`config.mk`:
```
export PLATFORM = sky130hd
export DESIGN_NAME = mqtt_packet_stream_parser_core
export DESIGN_NICKNAME = d
export VERILOG_FILES = /design/src/design/mpsp_pkg.sv /design/src/design/mpsp_front.sv /design/src/design/mpsp_queue.sv /design/src/design/mqtt_packet_stream_parser_core.sv
export SDC_FILE = /design/constraint.sdc
export NUM_CORES = 1
export LEC_CHECK = 0
export BUFFER_PORTS_ARGS = -buffer_cell sky130_fd_sc_hd__buf_4
export CORE_MARGIN = 2
export CORE_UTILIZATION = 55
export CTS_CLUSTER_SIZE = 25
export DETAILED_ROUTE_END_ITERATION = 8
export GPL_TIMING_DRIVEN = 0
export PLACE_DENSITY = 0.68
export SLEW_MARGIN = 20
export SYNTH_ARGS = -nofsm -noshare
export SYNTH_HDL_FRONTEND = slang
export SYNTH_SLANG_ARGS = --single-unit
```
`constraint.sdc`:
```
create_clock -name aclk -period 7.93 [get_ports aclk]
set_input_delay 0.793 -clock aclk [delete_from_list [all_inputs] [get_ports aclk]]
set_output_delay 0.793 -clock aclk [all_outputs]
set_load 0.1 [all_outputs]
```
`src/design/mpsp_pkg.sv`:
```
// Package for the MQTT packet stream parser: result record, role, kind and status codes.
// Used by the parser front end, the result queue and the top level. No dependencies.
`timescale 1ns / 1ps

package mpsp_pkg;

    // Byte roles
    localparam logic [2:0] ROLE_TYPE    = 3'd0;
    localparam logic [2:0] ROLE_LENGTH  = 3'd1;
    localparam logic [2:0] ROLE_TOPICLN = 3'd2;
    localparam logic [2:0] ROLE_TOPIC   = 3'd3;
    localparam logic [2:0] ROLE_PAYLOAD = 3'd4;
    localparam logic [2:0] ROLE_OTHER   = 3'd5;

    // Packet kinds
    localparam logic [2:0] KIND_PUBLISH = 3'd0;
    localparam logic [2:0] KIND_CONNACK = 3'd1;
    localparam logic [2:0] KIND_SUBACK  = 3'd2;
    localparam logic [2:0] KIND_PINGRSP = 3'd3;
    localparam logic [2:0] KIND_OTHER   = 3'd4;

    // MQTT control packet type codes
    localparam logic [3:0] TYPE_CONNACK = 4'd2;
    localparam logic [3:0] TYPE_PUBLISH = 4'd3;
    localparam logic [3:0] TYPE_SUBACK  = 4'd9;
    localparam logic [3:0] TYPE_PINGRSP = 4'd13;

    // End-of-packet status
    localparam logic [1:0] ST_OK        = 2'd0;
    localparam logic [1:0] ST_LEN_LONG  = 2'd1;
    localparam logic [1:0] ST_MALFORMED = 2'd2;

    // One tagged output byte
    typedef struct packed {
        logic [7:0]  byte_value;
        logic [2:0]  byte_role;
        logic [2:0]  packet_kind;
        logic [15:0] topic_length;
        logic        packet_end;
        logic [1:0]  status;
    } mpsp_result_t;

    // Packet type nibble to kind code
    function automatic logic [2:0] kind_of(input logic [3:0] ptype);
        logic [2:0] k;
        unique case (ptype)
            TYPE_PUBLISH: k = KIND_PUBLISH;
            TYPE_CONNACK: k = KIND_CONNACK;
            TYPE_SUBACK:  k = KIND_SUBACK;
            TYPE_PINGRSP: k = KIND_PINGRSP;
            default:      k = KIND_OTHER;
        endcase
        return k;
    endfunction

endpackage

```
`src/design/mpsp_front.sv`:
```
// Parser front end: classifies each accepted byte and updates the packet state.
// Depends on mpsp_pkg.
`timescale 1ns / 1ps

module mpsp_front
    import mpsp_pkg::*;
#(
    parameter int MAX_LENGTH_BYTES = 4
) (
    input  logic         aclk,
    input  logic         aresetn,
    input  logic         in_fire,
    input  logic [7:0]   rx_byte,
    output mpsp_result_t result
);

    typedef enum logic [2:0] {
        PH_TYPE, PH_LEN, PH_TLHI, PH_TLLO, PH_TOPIC, PH_PAYLOAD, PH_BODY
    } phase_t;

    localparam logic [2:0] MAX_LB = 3'(MAX_LENGTH_BYTES);

    phase_t      phase_reg, phase_next;
    logic [3:0]  type_reg, type_next;
    logic [27:0] accum_reg, accum_next;
    logic [1:0]  lcnt_reg, lcnt_next;
    logic [27:0] body_reg, body_next;
    logic [15:0] tlen_reg, tlen_next;
    logic [15:0] tleft_reg, tleft_next;
    logic [1:0]  err_reg, err_next;

    logic [27:0] len_group;
    logic [27:0] accum_sum;
    logic [2:0]  lcnt_plus;
    logic [27:0] body_dec;
    logic        body_last;
    logic [15:0] tleft_dec;
    logic [15:0] tlen_full;
    logic        publish;
    logic [2:0]  role;
    logic        pend;
    logic [1:0]  st;
    logic [15:0] tl;

    // Shared arithmetic for the current byte
    always_comb begin
        case (lcnt_reg)
            2'd0:    len_group = {21'd0, rx_byte[6:0]};
            2'd1:    len_group = {14'd0, rx_byte[6:0], 7'd0};
            2'd2:    len_group = {7'd0, rx_byte[6:0], 14'd0};
            default: len_group = {rx_byte[6:0], 21'd0};
        endcase
    end

    assign accum_sum = accum_reg + len_group;
    assign lcnt_plus = {1'b0, lcnt_reg} + 3'd1;
    assign body_dec  = body_reg - 28'd1;
    assign body_last = (body_dec == 28'd0);
    assign tleft_dec = tleft_reg - 16'd1;
    assign tlen_full = {tlen_reg[15:8], rx_byte};
    assign publish   = (type_reg == TYPE_PUBLISH);

    // Phase decoder: next state and byte tags
    always_comb begin
        phase_next = phase_reg;
        type_next  = type_reg;
        accum_next = accum_reg;
        lcnt_next  = lcnt_reg;
        body_next  = body_reg;
        tlen_next  = tlen_reg;
        tleft_next = tleft_reg;
        err_next   = err_reg;
        role       = ROLE_TYPE;
        pend       = 1'b0;
        st         = ST_OK;
        tl         = 16'd0;

        unique case (phase_reg)
            PH_LEN: begin
                role       = ROLE_LENGTH;
                accum_next = accum_sum;
                if (rx_byte[7]) begin
                    if (lcnt_plus >= MAX_LB) begin
                        pend       = 1'b1;
                        st         = ST_LEN_LONG;
                        phase_next = PH_TYPE;
                    end else begin
                        lcnt_next = lcnt_plus[1:0];
                    end
                end else if (accum_sum == 28'd0) begin
                    pend       = 1'b1;
                    st         = publish ? ST_MALFORMED : ST_OK;
                    phase_next = PH_TYPE;
                end else begin
                    body_next  = accum_sum;
                    phase_next = publish ? PH_TLHI : PH_BODY;
                end
            end
            PH_TLHI: begin
                role      = ROLE_TOPICLN;
                tlen_next = {rx_byte, 8'd0};
                body_next = body_dec;
                if (body_last) begin
                    pend       = 1'b1;
                    st         = ST_MALFORMED;
                    phase_next = PH_TYPE;
                end else begin
                    phase_next = PH_TLLO;
                end
            end
            PH_TLLO: begin
                role      = ROLE_TOPICLN;
                tlen_next = tlen_full;
                tl        = tlen_full;
                body_next = body_dec;
                if (body_last) begin
                    pend       = 1'b1;
                    phase_next = PH_TYPE;
                    if (tlen_full != 16'd0) begin
                        err_next = ST_MALFORMED;
                        st       = ST_MALFORMED;
                    end else begin
                        st = err_reg;
                    end
                end else begin
                    // topic longer than what is left of the body
                    if ({12'd0, tlen_full} > body_dec) err_next = ST_MALFORMED;
                    tleft_next = tlen_full;
                    phase_next = (tlen_full != 16'd0) ? PH_TOPIC : PH_PAYLOAD;
                end
            end
            PH_TOPIC: begin
                role       = ROLE_TOPIC;
                tl         = tlen_reg;
                tleft_next = tleft_dec;
                body_next  = body_dec;
                if (body_last) begin
                    pend       = 1'b1;
                    st         = err_reg;
                    phase_next = PH_TYPE;
                end else if (tleft_dec == 16'd0) begin
                    phase_next = PH_PAYLOAD;
                end
            end
            PH_PAYLOAD: begin
                role      = ROLE_PAYLOAD;
                tl        = tlen_reg;
                body_next = body_dec;
                if (body_last) begin
                    pend       = 1'b1;
                    st         = err_reg;
                    phase_next = PH_TYPE;
                end
            end
            PH_BODY: begin
                role      = ROLE_OTHER;
                body_next = body_dec;
                if (body_last) begin
                    pend       = 1'b1;
                    phase_next = PH_TYPE;
                end
            end
            default: begin
                // type byte, also taken for the unused phase code
                type_next  = rx_byte[7:4];
                accum_next = 28'd0;
                lcnt_next  = 2'd0;
                body_next  = 28'd0;
                tlen_next  = 16'd0;
                tleft_next = 16'd0;
                err_next   = ST_OK;
                phase_next = PH_LEN;
            end
        endcase
    end

    assign result.byte_value   = rx_byte;
    assign result.byte_role    = role;
    assign result.packet_kind  = kind_of(type_next);
    assign result.topic_length = tl;
    assign result.packet_end   = pend;
    assign result.status       = st;

    // Packet state, advanced on each input transfer
    always_ff @(posedge aclk) begin
        if (!aresetn) begin
            phase_reg <= PH_TYPE;
            type_reg  <= 4'd0;
            accum_reg <= 28'd0;
            lcnt_reg  <= 2'd0;
            body_reg  <= 28'd0;
            tlen_reg  <= 16'd0;
            tleft_reg <= 16'd0;
            err_reg   <= 2'd0;
        end else if (in_fire) begin
            phase_reg <= phase_next;
            type_reg  <= type_next;
            accum_reg <= accum_next;
            lcnt_reg  <= lcnt_next;
            body_reg  <= body_next;
            tlen_reg  <= tlen_next;
            tleft_reg <= tleft_next;
            err_reg   <= err_next;
        end
    end

endmodule

```
`src/design/mpsp_queue.sv`:
```
// Two-entry result queue between the parser front end and the output channel.
// Depends on mpsp_pkg.
`timescale 1ns / 1ps

module mpsp_queue
    import mpsp_pkg::*;
(
    input  logic         aclk,
    input  logic         aresetn,
    input  logic         push,
    input  mpsp_result_t push_data,
    output logic         full,
    output logic         out_valid,
    input  logic         out_ready,
    output mpsp_result_t out_data
);

    mpsp_result_t mem [2];
    logic         wr_ptr_reg;
    logic         rd_ptr_reg;
    logic [1:0]   count_reg;
    logic         pop;

    assign full      = (count_reg == 2'd2);
    assign out_valid = (count_reg != 2'd0);
    assign pop       = out_valid && out_ready;
    assign out_data  = mem[rd_ptr_reg];

    // Storage
    always_ff @(posedge aclk) begin
        if (push) mem[wr_ptr_reg] <= push_data;
    end

    // Pointers and fill level
    always_ff @(posedge aclk) begin
        if (!aresetn) begin
            wr_ptr_reg <= 1'b0;
            rd_ptr_reg <= 1'b0;
            count_reg  <= 2'd0;
        end else begin
            if (push) wr_ptr_reg <= ~wr_ptr_reg;
            if (pop)  rd_ptr_reg <= ~rd_ptr_reg;
            case ({push, pop})
                2'b10:   count_reg <= count_reg + 2'd1;
                2'b01:   count_reg <= count_reg - 2'd1;
                default: count_reg <= count_reg;
            endcase
        end
    end

endmodule

```
`src/design/mqtt_packet_stream_parser_core.sv`:
```
// MQTT packet stream parser, top level: parser front end feeding a result queue.
// Depends on mpsp_pkg, mpsp_front and mpsp_queue.
`timescale 1ns / 1ps

// Takes one received byte per transfer on the s_ channel and returns exactly one
// tagged byte per input on the m_ channel, in order. Throughput is one byte per
// clock: the parser state is updated in the cycle of the input transfer, and the
// tagged byte is presented on m_ from the next cycle, out of a two-entry queue.
// s_ready drops only while that queue holds two undelivered bytes. Packet framing
// follows MQTT: type nibble, 7-bit variable length (up to MAX_LENGTH_BYTES bytes,
// longer flagged with status 1), and for PUBLISH the topic length, topic and
// payload. Status 2 marks a malformed PUBLISH; status is only non-zero at an end.
module mqtt_packet_stream_parser_core
    import mpsp_pkg::*;
#(
    parameter int MAX_LENGTH_BYTES = 4
) (
    input  logic        aclk,
    input  logic        aresetn,
    input  logic        s_valid,
    output logic        s_ready,
    input  logic [7:0]  s_rx_byte,
    output logic        m_valid,
    input  logic        m_ready,
    output logic [7:0]  m_byte_value,
    output logic [2:0]  m_byte_role,
    output logic [2:0]  m_packet_kind,
    output logic [15:0] m_topic_length,
    output logic        m_packet_end,
    output logic [1:0]  m_status
);

    mpsp_result_t front_res;
    mpsp_result_t q_out;
    logic         q_full;
    logic         in_fire;

    assign s_ready = !q_full;
    assign in_fire = s_valid && s_ready;

    // Classification and packet state
    mpsp_front #(
        .MAX_LENGTH_BYTES(MAX_LENGTH_BYTES)
    ) u_front (
        .aclk    (aclk),
        .aresetn (aresetn),
        .in_fire (in_fire),
        .rx_byte (s_rx_byte),
        .result  (front_res)
    );

    // Result queue and output channel
    mpsp_queue u_queue (
        .aclk      (aclk),
        .aresetn   (aresetn),
        .push      (in_fire),
        .push_data (front_res),
        .full      (q_full),
        .out_valid (m_valid),
        .out_ready (m_ready),
        .out_data  (q_out)
    );

    assign m_byte_value   = q_out.byte_value;
    assign m_byte_role    = q_out.byte_role;
    assign m_packet_kind  = q_out.packet_kind;
    assign m_topic_length = q_out.topic_length;
    assign m_packet_end   = q_out.packet_end;
    assign m_status       = q_out.status;

endmodule

```
**Yosys cells after proc, flatten, opt, wreduce, memory -nomap -nowiden**

Memories as Yosys holds them, arrays and structs flattened. A register that Yosys moved wholly into a read port is not among the register bits.
Cells that the tools add are included.

- Bits in registers: 103
- Bits in writable memories: 66
- Bits of input ports: 12
- Output and inout port bits: 35
- Logic and storage cells: 127
- Memories kept: 1

Memories:

| name | words | bits a word | read ports | clocked after memory_dff | wr ports | line | source |
|---|---|---|---|---|---|---|---|
| u_queue.mem | 2 | 33 | 1 | 1 | 1 | mpsp_queue.sv:18 | `mpsp_result_t mem [2];` |

- Add/sub/neg operators: 6
- $lt $le $gt $ge: 2
- Equality and inequality tests: 25
- Muxes and demuxes: 48
- Bitwise operators: 7
- Reductions and logical operators: 26

Operators with widths:

| operator | count |
|---|---|
| 28-bit one-hot mux with 2 select lines | 2 |
| 16-bit one-hot mux with 3 select lines | 2 |
| 28-bit one-hot mux with 3 select lines | 1 |
| 28-bit zero test | 2 |
| 28-bit 2-to-1 mux | 2 |
| 16-bit one-hot mux with 2 select lines | 1 |
| 3-bit one-hot mux with 5 select lines | 2 |
| 28-bit adder | 1 |
| 16-bit by 28-bit greater-than comparator with 1-bit output | 1 |
| 28-bit by 1-bit subtractor with 28-bit output, second input constant | 1 |
| 2-bit 2-to-1 mux | 12 |
| 3-bit 2-to-1 mux | 8 |
| 16-bit zero test | 1 |
| 16-bit 2-to-1 mux | 1 |
| 16-bit nonzero test | 1 |
| 16-bit by 1-bit subtractor with 16-bit output, second input constant | 1 |
| 4-bit by 2-bit == test with 1-bit output, second input constant | 3 |
| 2-bit one-hot mux with 2 select lines | 3 |
| 3-bit one-hot mux with 4 select lines | 1 |
| 3-bit AND reduction | 4 |
| 1-bit 2-to-1 mux | 10 |
| 2-bit != test, second input constant | 5 |
| 5-bit OR reduction | 2 |
| 3-bit == test, second input constant | 3 |
| 25 further kinds | 44 |

**Depth between registers and ports, before layout**

- Word-level depth: 7
- Mapped depth: 18
- Mapped depth without buffers: 15

**Hierarchy**

A second synthesis with hierarchy kept.

- Cell total of the unflattened synthesis: 1274
- Area, all modules: 10877.9 sq um

By module, submodules not included:

| module | instances | cells each | area each (sq um) |
|---|---|---|---|
| mpsp_front | 1 | 1146 | 8267.9 |
| mpsp_queue | 1 | 126 | 2600.0 |
| mqtt_packet_stream_parser_core | 1 | 2 | 10.0 |

**Worst setup path after synthesis**

OpenSTA, ideal clock, no wires.

- Path kind: flip-flop to flip-flop
- Start: register u_front.lcnt_reg[1]
- End: register u_front.body_reg[12]
- Library setup time: 0.117 ns
- Arrival time: 3.900 ns
- Data required time: 7.813 ns
- Slack: 3.913 ns
- Cell stages (with the launch flop): 17
- Path buffers: 2
- Clock period less this slack: 4.017 ns
- Path through: dfxtp_1 -> ha_1 -> clkbuf_1 -> nor2b_1 -> and2_1 -> ha_1 -> a21o_1 -> a31o_2 -> a21bo_2 -> or4_1 -> o211ai_1 -> nor4b_1 -> and4_1 -> a211o_1 -> nand2_1 -> buf_2 -> a32o_1

- Cells in the longest elaborated chain, start to end: 6
- Elaborated cells between the ends (all ways): 11
- Those cells by class: add/sub (1); eq/ne (3); mux (4); reduce/logical (3)

RTL lines:

| item | line | source |
|---|---|---|
| start, declared | mpsp_front.sv:26 | `logic [1:0] lcnt_reg, lcnt_next;` |
| start signal, assigned | mpsp_front.sv:199 | `lcnt_reg <= lcnt_next;` |
| 2-bit == test (tied with other cells) | mpsp_front.sv:47 | `case (lcnt_reg)` |
| 28-bit one-hot mux with 3 select lines (*) | mpsp_front.sv:47 |  |
| 28-bit adder (*) | mpsp_front.sv:55 | `assign accum_sum = accum_reg + len_group;` |
| 28-bit zero test or 28-bit 2-to-1 mux (tied branches) | mpsp_front.sv:90 | `end else if (accum_sum == 28'd0) begin` |
| 2-bit != test (no line) or 28-bit 2-to-1 mux (tied branches) | n/a |  |
| 3-bit AND reduction (no line) or 28-bit one-hot mux with 2 select lines (tied branches) | n/a |  |
| end signal, assigned | mpsp_front.sv:200 | `body_reg <= body_next;` |
| end, declared | mpsp_front.sv:27 | `logic [27:0] body_reg, body_next;` |

Mark *: on every way between the ends. The rest lies on a longest branch, timed or not. The select of a mux whose other input is x is not followed.
A chain may end at the register's enable or synchronous reset.

**Worst setup path after layout**

- Start: register u_front.lcnt_reg[1]
- End: register u_front.body_reg[22]

Same word-level chain as after synthesis.

==> flow_summary.ini <==
[clock_network]
numCtsBuffers = 17
cts_tree = done
cts_resized = 0
path_clk_slew_ns = 0.08
clockRootBuffer = clkbuf_16
post_cts_buffers = 0
postCtsHoldBufs = 0
htree_levels = 4
cts_buffer_depth = 2
cts.sinks = 170
clk_latency_ns = 0.44

[timing]
hold_viol = 0
rsz0062_at_grt = false
setup_slack_ns = 2.070
tightest_slew_ns = 1.127
maxSlewHeadroom_pct = 24.57
finClkSkew_ns = 0.01045
tns_ns = 0
fin_crit_ns = 5.860
post-route-period-util_pct = 73.90
maxSlewViolCount = 0
max_clock_freq_ghz = 0.1706
setup_viol = 0

[synthesis]
avgSynthCellArea_um2 = 8.631
synth_cells = 1248
syn_area_um2 = 10770
yosysSeqAreaShare_pct = 37.73
synth_ff_type = dfxtp_1
synthArstFlopShare_pct = 0
synth_warnings = 0
syn-num-nets = 1317
ys_seq_elements = 170
synth_edf_count = 66
yosysUniqueCellTypes = 82

[global_routing]
grt_first_pass_wirelength_mm = 53.10
grtUsageTotal_pct = 34.34
grt_max_degree = 32
antenna_found_initial = 0
grt_pass1_vias = 9365
grt_overflow = 0

[power_and_ir_drop]
swShare_pct = 51.07
clkPwrFrac_pct = 17.3
p_sw_mw = 2.503
max-vdd-ir-drop_v = 0.0003357
pwr-share-seq_pct = 25.0
power_leakage_nw = 4.662
power_density_nw_per_um2 = 405.0
internal_power_mw = 2.398
power_frac_comb_pct = 57.7

[critical_path]
path_class = reg2reg
start_kind = flop
required_ns = 8.28
reg2reg_to = u_front.body_reg[22]
r2r.worst_path.cells = 17
cp_max_fo = 10
critPathCaptureType = flop
r2r_start = u_front.lcnt_reg[1]
worstPathArrival_ns = 6.22
reg2reg_slack_ns = 2.07

[route]
ant_nets = 0
first_pass_iters = 7
vias = 10130
wl_mm = 34.97
wire_per_inst_um = 21.97
drt-initial-drc-count = 1135
drc_errors = 0
viasPerCell = 6.362

[final_layout]
filler_cell_count = 1715
nets = 1383
area_delta_synth_final_pct = 12.32
stdcell_count = 1592
diodes = 0
largest_register_ffs = 66
drive_above_1_share_pct = 11.53

[place]
dp_hpwl_mm = 25.80
dpl_worst_slack_ns = 2.268
placed_cells = 1560
place_congestion = 0.9639
portBuffers = 45

[die]
start_util_pct = 55.71
rows = 51
die_area_um2 = 20720
die_h_um = 143.9
die_x_um = 143.9
core_um2 = 19330
ios = 47

[status]
status = completed

[hold_path]
hold_depth = 2
hold-path-endpoint = u_front.err_reg[0]
hold_class = reg2reg
worstHoldStart = u_front.err_reg[0]

[run]
max_cap_violations = 0
cell usage after synthesis, types with 12 or more instances:
cell,n,share of area [%]
a22oi_1,12,0.84
o211ai_1,14,0.98
nor4_1,16,0.93
xnor2_1,18,1.5
a21oi_1,111,5.2
edfxtp_1,66,18
nand4_1,16,0.93
or3_1,18,1.0
nand3_1,33,1.5
clkbuf_1,66,2.3
o21ai_0,61,2.8
a211oi_1,20,1.4
nor3_1,54,2.5
and2_1,51,3.0
nor2_1,125,4.4
o22ai_1,15,0.87
ha_1,56,6.5
mux2_2,34,3.6
inv_1,13,0.45
nand2_1,124,4.3
xor2_1,24,2.0
dfxtp_1,104,19
a21o_1,20,1.4
metal layers:
layer / up-vias / part of all wire (%) / GRT usage [%]
met4: 0 / 5.8 / 18.37
met5: - / 0 / 0
li1: 4755 / - / -
met2: 459 / 46 / 55.31
met1: 4791 / 41 / 43.62
met3: 123 / 7.5 / 6.631
cells by family (layout without fill, tap and decap cells):
family | count (synthesis) | in the layout | synth area share (%)
buffers and inverters | 90 | 169 | 3.612
DFF | 170 | 170 | 37.73
AOI/OAI and AO/OA | 340 | 340 | 20.71
xor gates and xnor gates | 42 | 42 | 3.415
and+or+nand+nor | 511 | 511 | 23.92
muxes | 38 | 38 | 3.926
adders and majority gates | 57 | 57 | 6.691
worst max path at each step:
stage | start | end | slack (ns) | depth (start not counted)
2_1_floorplan | u_front.lcnt_reg[1] | u_front.body_reg[12] | 3.91 | 16
3_3_place_gp | u_front.lcnt_reg[1] | u_front.body_reg[22] | 2.21 | 17
3_5_place_dp | u_front.lcnt_reg[1] | u_front.body_reg[1] | 2.27 | 17
4_1_cts | u_front.lcnt_reg[1] | u_front.body_reg[22] | 2.25 | 17
5_1_grt | u_front.lcnt_reg[1] | u_front.body_reg[16] | 1.76 | 17
6_report | u_front.lcnt_reg[1] | u_front.body_reg[22] | 2.07 | 17
metrics by stage:
stage          instance area [um^2]  util, %  total power, mW  hold slack [ns]
6_report                      12100    62.58            4.900           0.4502
4_1_cts                       12100    62.58            4.864           0.4476
5_1_grt                       12100    62.58            5.158           0.4763
2_1_floorplan                 10770        -            3.312           0.4085
3_3_place_gp                  11440    59.17            3.985           0.4297
3_5_place_dp                  11490    59.43            4.009           0.4387
worst max-delay path, cell delays in order (launching register included):
cell	delay, ns
dfxtp_1	0.40
ha_1	0.32
clkbuf_1	0.42
nor2b_1	0.23
and2_1	0.22
ha_1	0.26
clkbuf_1	0.27
and3_1	0.32
nand2_1	0.11
a2111oi_2	0.58
nor3_1	0.10
nor3_1	0.77
a211oi_1	0.10
and4_1	0.32
a21boi_1	0.55
buf_2	0.35
nor2_1	0.17
o32ai_1	0.30
placed cells by master (no fill, tap or decap), types with 10 or more instances in the layout:
master | netlist | routed
ha_1 | 56 | 56
xor2_1 | 24 | 24
dfxtp_1 | 104 | 104
clkbuf_16 | 0 | 17
nor2_1 | 125 | 124
edfxtp_1 | 66 | 66
a32o_1 | 11 | 11
o22ai_1 | 15 | 15
a21o_1 | 20 | 20
or3_1 | 18 | 18
nor4_1 | 16 | 16
nand2_1 | 124 | 124
a21oi_1 | 111 | 111
nand2b_1 | 10 | 10
and2_1 | 51 | 51
clkbuf_1 | 66 | 66
a211oi_1 | 20 | 20
o211ai_1 | 14 | 14
xnor2_1 | 18 | 18
buf_4 | 1 | 46
o21a_1 | 11 | 11
nor3_1 | 54 | 54
nand3_1 | 33 | 33
nand4_1 | 16 | 16
a22oi_1 | 12 | 12
nor2b_1 | 11 | 11
o21ai_0 | 61 | 61
inv_1 | 13 | 13
mux2_2 | 34 | 34
cell type report:
type	count	area [um^2]	share of cell area, %
Multi-Input combinational cell	988	6327	52.30
Sequential cell	170	4064	33.59
Clock buffer	17	425.4	3.516
Timing Repair Buffer	47	377.9	3.123
Buffer	76	336.6	2.782
Tap cell	265	331.6	2.740
Clock inverter	15	183.9	1.520
Inverter	14	52.55	0.4343
power by group through the flow:
stage	registers (mW)	clock network, mW	logic [mW]
5_1_grt	1.24	0.889	3.03
6_report	1.22	0.849	2.83
3_3_place_gp	1.24	0	2.75
2_1_floorplan	1.20	0	2.11
4_1_cts	1.22	0.857	2.79
3_5_place_dp	1.24	0	2.77
No activity file was read; power rests on OpenSTA's default activity.
